===== config.mk =====
export PLATFORM = sky130hd
export DESIGN_NAME = event_control_block_table_unit
export DESIGN_NICKNAME = d
export VERILOG_FILES = /design/src/sv/ecbt_pkg.sv /design/src/sv/ecbt_cell.sv /design/src/sv/ecbt_proc.sv /design/src/sv/event_control_block_table_unit.sv
export SDC_FILE = /design/constraint.sdc
export NUM_CORES = 1
export LEC_CHECK = 0
export ABC_AREA = 0
export BUFFER_PORTS_ARGS = -buffer_cell sky130_fd_sc_hd__buf_2
export CAP_MARGIN = 20
export CORE_MARGIN = 5
export CORE_UTILIZATION = 45
export DETAILED_ROUTE_END_ITERATION = 16
export GPL_ROUTABILITY_DRIVEN = 0
export PLACE_DENSITY = 0.6
export SETUP_SLACK_MARGIN = 0.3
export SLEW_MARGIN = 30
export SYNTH_ARGS = -nofsm -noshare
export SYNTH_HDL_FRONTEND = slang
export SYNTH_HIERARCHICAL = 1
export SYNTH_SLANG_ARGS = --single-unit

===== constraint.sdc =====
create_clock -name i_clk -period 7.7 [get_ports i_clk]
set_input_delay 0.77 -clock i_clk [delete_from_list [all_inputs] [get_ports i_clk]]
set_output_delay 0.77 -clock i_clk [all_outputs]
set_load 0.02 [all_outputs]

===== src/sv/ecbt_pkg.sv =====
// Shared types and constants for the event control block table.
`timescale 1ns / 1ps

package ecbt_pkg;

    localparam int TABLE_ENTRIES = 16;
    localparam int SLOT_W        = (TABLE_ENTRIES > 1) ? $clog2(TABLE_ENTRIES) : 1;

    localparam logic [31:0] HANDLE_BASE = 32'hf100_0000;
    localparam logic [15:0] HANDLE_TAG  = 16'hf100;
    localparam logic [31:0] ALL_ONES    = 32'hffff_ffff;

    localparam logic [1:0] MODE_CALLBACK = 2'd1;
    localparam logic [1:0] MODE_MARK     = 2'd2;

    localparam logic [1:0] ERR_OK         = 2'd0;
    localparam logic [1:0] ERR_BAD_HANDLE = 2'd1;
    localparam logic [1:0] ERR_NOT_READY  = 2'd2;

    typedef enum logic [1:0] {
        ST_FREE     = 2'd0,
        ST_DISABLED = 2'd1,
        ST_ENABLED  = 2'd2,
        ST_READY    = 2'd3
    } t_status;

    typedef enum logic [2:0] {
        OP_OPEN    = 3'd0,
        OP_CLOSE   = 3'd1,
        OP_WAIT    = 3'd2,
        OP_TEST    = 3'd3,
        OP_ENABLE  = 3'd4,
        OP_DISABLE = 3'd5,
        OP_DELIVER = 3'd6
    } t_op;

    typedef struct packed {
        t_status     status;
        logic [31:0] cls;
        logic [31:0] spec;
        logic [1:0]  mode;
        logic [31:0] handler;
    } t_entry;

    typedef struct packed {
        logic [2:0]  op;
        logic [31:0] cls;
        logic [31:0] spec;
        logic [1:0]  mode;
        logic [31:0] handler;
        logic        hit;
        logic        claim_ok;
    } t_cmd;

    typedef struct packed {
        logic emit;
        logic took;
        logic ready_hit;
    } t_flags;

endpackage


===== src/sv/ecbt_cell.sv =====
// One table entry held in the rotating ring of cells.
`timescale 1ns / 1ps

module ecbt_cell
    import ecbt_pkg::*;
(
    input  logic   i_clk,
    input  logic   i_rst_n,
    input  logic   i_shift,
    input  t_entry i_entry,
    output t_entry o_entry
);

    t_entry r_entry;

    always_ff @(posedge i_clk) begin
        if (!i_rst_n) begin
            r_entry.status <= ST_FREE;
        end else if (i_shift) begin
            r_entry <= i_entry;
        end
    end

    assign o_entry = r_entry;

endmodule


===== src/sv/ecbt_proc.sv =====
// Applies the current call to the entry leaving the head of the ring.
`timescale 1ns / 1ps

module ecbt_proc
    import ecbt_pkg::*;
(
    input  t_entry i_entry,
    input  t_cmd   i_cmd,
    output t_entry o_entry,
    output t_flags o_flags
);

    logic w_match;

    assign w_match = (i_entry.status == ST_ENABLED) && (i_entry.cls == i_cmd.cls) &&
                     (i_entry.spec == i_cmd.spec);

    always_comb begin
        o_entry = i_entry;
        o_flags = '0;
        unique case (i_cmd.op) inside
            OP_OPEN: begin
                if (i_entry.status == ST_FREE && i_cmd.claim_ok) begin
                    o_entry.status  = ST_DISABLED;
                    o_entry.cls     = i_cmd.cls;
                    o_entry.spec    = i_cmd.spec;
                    o_entry.mode    = i_cmd.mode;
                    o_entry.handler = i_cmd.handler;
                    o_flags.took    = 1'b1;
                end
            end
            OP_CLOSE: begin
                if (i_cmd.hit) begin
                    o_entry.status = ST_FREE;
                end
            end
            OP_WAIT, OP_TEST: begin
                if (i_cmd.hit && i_entry.status == ST_READY) begin
                    o_entry.status  = ST_ENABLED;
                    o_flags.ready_hit = 1'b1;
                end
            end
            OP_ENABLE, OP_DISABLE: begin
                if (i_cmd.hit && i_entry.status != ST_FREE) begin
                    o_entry.status = (i_cmd.op == OP_ENABLE) ? ST_ENABLED : ST_DISABLED;
                end
            end
            OP_DELIVER: begin
                if (w_match) begin
                    if (i_entry.mode == MODE_CALLBACK && i_entry.handler != 32'd0) begin
                        o_flags.emit = 1'b1;
                    end else if (i_entry.mode == MODE_MARK) begin
                        o_entry.status = ST_READY;
                    end
                end
            end
            default: begin
            end
        endcase
    end

endmodule


===== src/sv/event_control_block_table_unit.sv =====
// Event control block table: ring of entry cells scanned once per call.
// A call is accepted in the idle state and scanned over a full rotation of the ring; the
// finish state then loads its completion word and returns to idle for the next call.
// No new call is taken until the current one completes: the input stalls outside idle.
// Output stall pauses the rotation; each callback handler word is emitted during the scan.
// Reset clears every entry status to free and empties the output register.
`timescale 1ns / 1ps

module event_control_block_table_unit
    import ecbt_pkg::*;
(
    input  logic        i_clk,
    input  logic        i_rst_n,
    input  logic        i_in_valid,
    output logic        o_in_stall,
    input  logic [2:0]  i_opcode,
    input  logic [31:0] i_event_handle,
    input  logic [31:0] i_event_class,
    input  logic [31:0] i_event_spec,
    input  logic [1:0]  i_mode_code,
    input  logic [31:0] i_handler_address,
    output logic        o_out_valid,
    input  logic        i_out_stall,
    output logic        o_result_kind,
    output logic [31:0] o_result_value,
    output logic [1:0]  o_error_code,
    output logic        o_last
);

    typedef enum logic [1:0] {
        S_IDLE,
        S_SCAN,
        S_FINISH
    } t_state;

    t_state            r_state;
    logic [2:0]        r_op;
    logic [31:0]       r_cls;
    logic [31:0]       r_spec;
    logic [1:0]        r_mode;
    logic [31:0]       r_handler;
    logic              r_hit;
    logic [SLOT_W-1:0] r_slot;
    logic [SLOT_W-1:0] r_step;
    logic              r_found;
    logic [31:0]       r_value;
    logic [1:0]        r_err;

    logic              w_can_load;
    logic              w_load;
    logic              w_shift;
    logic              w_last_step;
    logic              w_handle_ok;
    logic [31:0]       n_value;
    logic [1:0]        n_err;
    t_cmd              w_cmd;
    t_flags            w_flags;
    t_entry            w_head;
    t_entry            w_back;
    t_entry            w_ring [TABLE_ENTRIES];

    assign w_can_load  = !o_out_valid || !i_out_stall;
    assign w_load      = w_can_load && ((r_state == S_FINISH) ||
                                        ((r_state == S_SCAN) && w_flags.emit));
    assign w_shift     = (r_state == S_SCAN) && w_can_load;
    assign w_last_step = (r_step == SLOT_W'(TABLE_ENTRIES - 1));
    assign o_in_stall  = (r_state != S_IDLE);

    assign w_handle_ok = (i_event_handle[31:16] == HANDLE_TAG) &&
                         (i_event_handle[15:0] < 16'(TABLE_ENTRIES));

    always_comb begin
        n_value = 32'd0;
        n_err   = ERR_OK;
        unique case (i_opcode) inside
            OP_OPEN: begin
                n_value = ALL_ONES;
            end
            OP_CLOSE, OP_ENABLE, OP_DISABLE: begin
                n_value = 32'd1;
            end
            OP_WAIT: begin
                n_err = w_handle_ok ? ERR_NOT_READY : ERR_BAD_HANDLE;
            end
            OP_TEST: begin
                n_err = w_handle_ok ? ERR_OK : ERR_BAD_HANDLE;
            end
            default: begin
            end
        endcase
    end

    assign w_cmd.op       = r_op;
    assign w_cmd.cls      = r_cls;
    assign w_cmd.spec     = r_spec;
    assign w_cmd.mode     = r_mode;
    assign w_cmd.handler  = r_handler;
    assign w_cmd.hit      = r_hit && (r_step == r_slot);
    assign w_cmd.claim_ok = !r_found;

    assign w_head = w_ring[TABLE_ENTRIES-1];

    ecbt_proc u_proc (
        .i_entry (w_head),
        .i_cmd   (w_cmd),
        .o_entry (w_back),
        .o_flags (w_flags)
    );

    for (genvar k = 0; k < TABLE_ENTRIES; k++) begin : g_cell
        ecbt_cell u_cell (
            .i_clk   (i_clk),
            .i_rst_n (i_rst_n),
            .i_shift (w_shift),
            .i_entry ((k == 0) ? w_back : w_ring[(k == 0) ? 0 : k - 1]),
            .o_entry (w_ring[k])
        );
    end

    always_ff @(posedge i_clk) begin
        if (!i_rst_n) begin
            r_state     <= S_IDLE;
            o_out_valid <= 1'b0;
        end else begin
            o_out_valid <= w_load || (o_out_valid && i_out_stall);
            unique case (r_state)
                S_IDLE: begin
                    if (i_in_valid) begin
                        r_op      <= i_opcode;
                        r_cls     <= i_event_class;
                        r_spec    <= i_event_spec;
                        r_mode    <= i_mode_code;
                        r_handler <= i_handler_address;
                        r_hit     <= w_handle_ok;
                        r_slot    <= i_event_handle[SLOT_W-1:0];
                        r_step    <= '0;
                        r_found   <= 1'b0;
                        r_value   <= n_value;
                        r_err     <= n_err;
                        r_state   <= S_SCAN;
                    end
                end
                S_SCAN: begin
                    if (w_can_load) begin
                        if (w_flags.emit) begin
                            o_result_kind  <= 1'b1;
                            o_result_value <= w_head.handler;
                            o_error_code   <= ERR_OK;
                            o_last         <= 1'b0;
                        end
                        if (w_flags.took) begin
                            r_found <= 1'b1;
                            r_value <= HANDLE_BASE | 32'(r_step);
                        end
                        if (w_flags.ready_hit) begin
                            r_value <= 32'd1;
                            r_err   <= ERR_OK;
                        end
                        if (w_last_step) begin
                            r_state <= S_FINISH;
                        end else begin
                            r_step <= r_step + SLOT_W'(1);
                        end
                    end
                end
                S_FINISH: begin
                    if (w_can_load) begin
                        o_result_kind  <= 1'b0;
                        o_result_value <= r_value;
                        o_error_code   <= r_err;
                        o_last         <= 1'b1;
                        r_state        <= S_IDLE;
                    end
                end
                default: begin
                    r_state <= S_IDLE;
                end
            endcase
        end
    end

    a_handler_only_on_deliver: assert property (@(posedge i_clk) disable iff (!i_rst_n)
        (o_out_valid && o_result_kind) |-> (r_op == OP_DELIVER))
        else $error("handler word outside a deliver call");

    a_handler_not_last: assert property (@(posedge i_clk) disable iff (!i_rst_n)
        (o_out_valid && o_result_kind) |-> !o_last)
        else $error("handler word marked as last");

    a_error_on_completion: assert property (@(posedge i_clk) disable iff (!i_rst_n)
        (o_out_valid && (o_error_code != ERR_OK)) |-> (o_last && !o_result_kind))
        else $error("error code on a non-completion word");

    a_full_rotation: assert property (@(posedge i_clk) disable iff (!i_rst_n)
        ((r_state == S_FINISH) && $past(r_state == S_SCAN)) |->
            $past(r_step == SLOT_W'(TABLE_ENTRIES - 1)))
        else $error("scan finished before a full rotation");

endmodule


==> flow_metrics.tcl, run 1 <==
set metrics [dict create \
    outcome "finished, final reports clean" \
    fmax_ghz 0.2506 \
    syn_area_per_cell_um2 25.34 \
    p_sw_share_pct 19.50 \
    cap_violations 0 \
    htreeDepth 4 \
    die_h_um 364.0 \
    worst_slew_pin_slew_ns 1.027 \
    synthMuxAreaShare_pct 3.038 \
    max_slew_margin_pct 30.90 \
    ys_types 53 \
    setup_tns_ns 0 \
    switchingPower_uw 3830 \
    hold_viol_final 0 \
    drt-initial-drc-count 2048 \
    portBuffers 174 \
    ys.flop_type "edfxtp_1" \
    clkTransAtPathRegs_ns 0.06 \
    insertion_delay_ns 0.74 \
    initial_core_util_pct 45.43 \
    drcViolationCount 0 \
    synth_top_family_by_area "multiplexers" \
    grtUsageTotal_pct 15.66 \
    fin_nets 2713 \
    cts_sinks 1758 \
    tritoncts.num_buffers 169 \
    syn_to_final_growth_pct 15.11 \
    tritoncts "yes" \
    rsz0062_at_grt "false" \
    hold_class "input port to flop" \
    syn_nets 2363 \
    dieArea_um2 132500 \
    pwr-share-clk_pct 41.9 \
    drive_gt1_share_pct 20.63 \
    synth-async-reset-ratio_pct 0 \
    synthSimpleGateAreaFrac_pct 1.991 \
    grt_pass1_vias 22538 \
    antenna_found_initial 4 \
    cp_max_fo 21 \
    grt_max_degree 66 \
    cp.required_ns 8.13 \
    yosysWarningCount 6 \
    critPathLaunchType "flop" \
    power.static_leakage_uw 0.02140 \
    final_common_cell "edfxtp_1" \
    internal_power_uw 15810 \
    drtPass1Iterations 5 \
    die_w_um 364.0 \
    synth_cells 2225 \
    overflow 0 \
    post_cts_resized 0 \
    ys_ff_latch 1758 \
    final_cell_mix "edfxtp_1, clkbuf_16, buf_2" \
    maxSlewViolCount 0 \
    ir_worst_vdd_mv 0.2109 \
    routed_via_density 5.070 \
    synthAdderAreaFrac_pct 0.02219 \
    synth_compound_area_share_pct 0.4394 \
    stdcell_count 4353 \
    skew_ns 0.01568 \
    yosys.area.top_type "edfxtp_1" \
    post_cts_buffers 0 \
    period_share_pct 51.83 \
    placedCellCount 4040 \
    vias 22070 \
    core_area_um2 124100 \
    routed_wl_mm 104.7 \
    grt_pass1_wl_mm 151.4 \
    setup.worst_path.class "flop to flop" \
    crit_path_end_kind "flop" \
    cts_hold_buffers 0 \
    synthXorXnorAreaFrac_pct 0.9320 \
    arrival_ns 4.43 \
    avgRoutedWirePerCell_um 24.05 \
    ant_nets 0 \
    io_pins 175 \
    power_frac_comb_pct 2.1 \
    powerDensity_nw_per_um2 302.6 \
    synth_top_area_share_pct 91.76 \
    seq_area_frac_synth_pct 93.01 \
    nFillCells 9335 \
    synth_edf_count 1723 \
    post-dp-hpwl_mm 57.60 \
    period_minus_slack_ns 3.991 \
    finalSetupViolations 0 \
    rrSetupSlack_ns 3.71 \
    row_count 129 \
    cts-root-buf "clkbuf_16" \
    cts_buffer_depth 3 \
    synth_area_um2 56380 \
    ys_top_cells_by_area "edfxtp_1, mux2_4, dfxtp_1" \
    power_frac_seq_pct 56.0 \
]
-- state kept, by name (all words and copies together) (netlist names) --
name / cells
g_cell.u_cell/o_entry: 1600
r_cls: 32
o_result_kind: 1
r_slot: 4
r_hit: 1
r_spec: 32
r_op: 3
o_error_code: 2
r_mode: 2
o_out_valid: 1
r_err: 2
r_value: 6
r_found: 1
o_last: 1
r_step: 4
r_handler: 32
o_result_value: 32
r_state: 2
-- worst paths after layout --
check / to / cells after the start / from
hold / removal: r_spec[3] / 1 / i_event_spec[3]
setup reg to reg: o_result_value[13] / 9 / r_spec[25]
setup / recovery: o_result_value[13] / 9 / r_spec[25]
hold reg to reg: g_cell[4].u_cell/o_entry[69] / 0 / g_cell[3].u_cell/o_entry[69]
-- worst max-delay path: stages, from the launching register on --
cell,delay (ns)
edfxtp_1,0.44
xor2_1,0.17
nor4_1,0.80
nand4_1,0.18
nor3_1,0.43
nand4_1,0.45
nor2_1,0.34
a21oi_2,0.12
nor2_4,0.47
buf_16,0.24
-- area by class of cell --
cell class | count | area (um^2) | area share [%]
multi-input combinational | 432 | 3670 | 5.654
sequential | 1758 | 52440 | 80.80
antenna | 2 | 5.005 | 0.007711
clock inverter | 100 | 1049 | 1.616
inverter | 15 | 56.30 | 0.08675
clock buffer | 210 | 4499 | 6.933
timing repair buffer | 199 | 1134 | 1.747
tap | 1637 | 2048 | 3.156
-- stage by stage --
step | area [um^2] | worst slack (ns) | hold WS [ns] | power [uW] | utilization (%)
2_1_floorplan | 56380 | 2.348 | 0.4003 | 11370 | -
3_3_place_gp | 59250 | 3.524 | 0.4001 | 11610 | 47.74
3_5_place_dp | 59320 | 3.717 | 0.4045 | 11620 | 47.79
4_1_cts | 64860 | 3.675 | 0.1260 | 19890 | 52.26
5_1_grt | 64900 | 3.571 | 0.1449 | 20340 | 52.28
6_report | 64900 | 3.709 | 0.2029 | 19640 | 52.29
-- cell families after synthesis --
family,count (synthesis)
adder cells (fa/ha/maj),1
multiplexers,129
flip-flops,1758
AO/OA/AOI/OAI,35
AND/OR/NAND/NOR,207
XOR/XNOR,60
buffers and inverters,35
-- synth_stat cells (all sizes together), types with 2 or more instances --
cell type  instances
a21boi             2
a21o               3
a21oi              6
a31oi              3
and2              19
buf               20
dfxtp             35
edfxtp          1723
inv               15
mux2              97
mux2i             32
nand2             76
nand2b             3
nand3              8
nand4              9
nor2              14
nor2b             35
nor3               8
nor4              25
nor4b              2
nor4bb             2
o2111a             2
o21ai              6
o22ai              4
or2                2
xnor2             11
xor2              49
-- routing by layer --
metal	wire length (um)	up-vias	part of all wire, %	GRT usage [%]
li1	-	9568	-	-
met3	5836	164	5.6	3.283
met4	2218	0	2.1	4.280
met5	0	-	0	0
met1	47480	11610	45	22.75
met2	49160	728	47	24.50
-- power groups by stage --
stage          registers [uW]  logic [uW]  clock network (uW)
2_1_floorplan           11100         225                   0
3_3_place_gp            11200         414                   0
3_5_place_dp            11200         426                   0
4_1_cts                 11000         428                8450
5_1_grt                 11000         444                8870
6_report                11000         410                8220
Power figures use the tool's default switching activity.
==> run 2, diff against run 1 <==
Settings changed: ABC_AREA 0 to 1, PLACE_DENSITY 0.6 to 0.62.
Clock period 7.7 ns to 3.4 ns, I/O delays scaled along.
==> flow_metrics.tcl, run 2 <==
set metrics [dict create \
    grt_pass1_vias 24436 \
    syn_area_per_cell_um2 20.20 \
    hold_depth 5 \
    internal_power_uw 35930 \
    outcome "finished, final reports clean" \
    ir_worst_vdd_mv 0.5433 \
    hold_viol_final 0 \
    grt_pass1_wl_mm 156.8 \
    power_frac_seq_pct 56.1 \
    post_cts_buffers 0 \
    row_count 130 \
    synth_edf_count 1723 \
    overflow 0 \
    synth.cells.most_frequent "edfxtp_1, nand2_1, inv_1, nor2_1, o21ai_1" \
    crit_path_end_kind "flop" \
    cap_violations 0 \
    fin_nets 3437 \
    synth_top_area_share_pct 90.52 \
    skew_ns 0.03355 \
    powerDensity_nw_per_um2 671.2 \
    drtPass1Iterations 5 \
    period_share_pct 83.69 \
    synth_cells 2829 \
    wl_met1_mm 49.05 \
    ant_nets 0 \
    routed_wl_mm 107.3 \
    cts_buffer_depth 3 \
    yosysMostFrequentCell "edfxtp_1" \
    avgRoutedWirePerCell_um 21.09 \
    worst_slew_pin_slew_ns 0.7124 \
    syn_to_final_growth_pct 17.50 \
    finalSetupViolations 0 \
    io_pins 175 \
    cp.required_ns 3.80 \
    arrival_ns 3.25 \
    final_cell_mix "edfxtp_1, nand2_1, inv_1" \
    p_sw_share_pct 20.30 \
    rsz0062_at_grt "false" \
    setup.worst_path.class "flop to flop" \
    cts_sinks 1758 \
    ys_types 39 \
    met2_length_mm 46.33 \
    vias 24745 \
    hold_slack_ns 0.1101 \
    period_minus_slack_ns 2.845 \
    die_h_um 366.4 \
    drcViolationCount 0 \
    final_common_cell "edfxtp_1" \
    largest_reg_flops 1600 \
    top_layer "met5" \
    drive_gt1_share_pct 15.69 \
    pwr-share-clk_pct 40.3 \
    rr_worst_depth 8 \
    power.static_leakage_uw 0.02302 \
    syn_nets 2967 \
    setup_tns_ns 0 \
    maxSlewViolCount 0 \
    synth_area_um2 57160 \
    initial_core_util_pct 45.40 \
    seq_area_frac_synth_pct 91.75 \
    dieArea_um2 134200 \
    grt_max_degree 124 \
    ys_ff_latch 1758 \
    switchingPower_uw 9152 \
    routed_via_density 4.863 \
    nFillCells 9694 \
    portBuffers 174 \
    antenna_found_initial 28 \
    fmax_ghz 0.3514 \
    core_area_um2 125900 \
    insertion_delay_ns 0.77 \
    cp_max_fo 36 \
    met3_length_mm 8.149 \
    tritoncts "yes" \
    tritoncts.num_buffers 168 \
    ys_top_cells_by_area "edfxtp_1, nand2_1, inv_1" \
    htreeDepth 4 \
    yosysWarningCount 6 \
    die_w_um 366.4 \
    grtUsageTotal_pct 15.85 \
    post-dp-hpwl_mm 66.47 \
    total_power_uw 45080 \
    yosys.area.top_type "edfxtp_1" \
    ys.flop_type "edfxtp_1" \
    drt-initial-drc-count 2236 \
    clkTransAtPathRegs_ns 0.06 \
    cts-root-buf "clkbuf_16" \
    hold_class "input port to flop" \
    power_frac_comb_pct 3.6 \
    synth-async-reset-ratio_pct 0 \
    critPathLaunchType "flop" \
    max_slew_margin_pct 52.40 \
]
run 2: path summary, 6_finish.rpt:
check | start | end | slack, ns
setup reg to reg | g_cell[15].u_cell/o_entry[40] | o_result_value[4] | 0.55
hold / removal | i_event_handle[24] | r_hit | 0.11
hold reg to reg | g_cell[13].u_cell/o_entry[2] | g_cell[14].u_cell/o_entry[2] | 0.39
setup / recovery | g_cell[15].u_cell/o_entry[40] | o_result_value[4] | 0.55
run 2: cell families after synthesis:
kind of cell             after synthesis  share of synthesized area [%]
AO/OA/AOI/OAI                         96                          1.009
adder cells (fa/ha/maj)                1                        0.02189
XOR/XNOR                              19                         0.2911
flip-flops                          1758                          91.75
AND/OR/NAND/NOR                      710                          5.151
buffers and inverters                245                          1.782
run 2: routing by layer:
metal | vias to the layer above | GRT usage [%]
li1 | 11374 | -
met1 | 12385 | 23.32
met2 | 764 | 22.61
met3 | 218 | 4.642
met4 | 4 | 5.972
met5 | - | 0
run 2: timing repair:
action	CTS	global route
hold buffers	106	0
gates resized for setup	0	0
hold endpoints to repair	109	0
run 2: power groups by stage:
stage          registers [uW]  clock network [uW]  logic [uW]
2_1_floorplan           25600                   0         826
3_3_place_gp            25700                   0        1560
3_5_place_dp            25700                   0        1570
4_1_cts                 25300               18700        1680
5_1_grt                 25300               19600        1790
6_report                25300               18200        1630
run 2: cell type report:
cell class	instances	area (um^2)	area share (%)
Antenna cell	8	20.02	0.02981
Timing Repair Buffer	327	2635	3.923
Multi-Input combinational cell	826	3719	5.537
Sequential cell	1758	52440	78.08
Clock inverter	90	900.9	1.341
Clock buffer	211	4502	6.703
Inverter	218	882.1	1.313
Tap cell	1650	2064	3.074
run 2: per-stage QoR:
step           util [%]  instance area, um^2  setup WS, ns  instances
2_1_floorplan         -                57230        0.2247       2829
4_1_cts           53.33                67140        0.4987       5080
3_3_place_gp      48.20                60680        0.5266       4673
6_report          53.35                67160        0.5546       5088
3_5_place_dp      48.20                60680        0.5208       4673
5_1_grt           53.34                67150        0.3996       5082
run 2: critical path: stages (launching register included):
cell and delay (ns):
edfxtp_1 0.45, xnor2_1 0.38, nand3_1 0.22, nor4_1 0.32
nand3_1 0.23, nor2_1 0.16, o21ai_1 0.14, nor3_4 0.12
buf_4 0.44
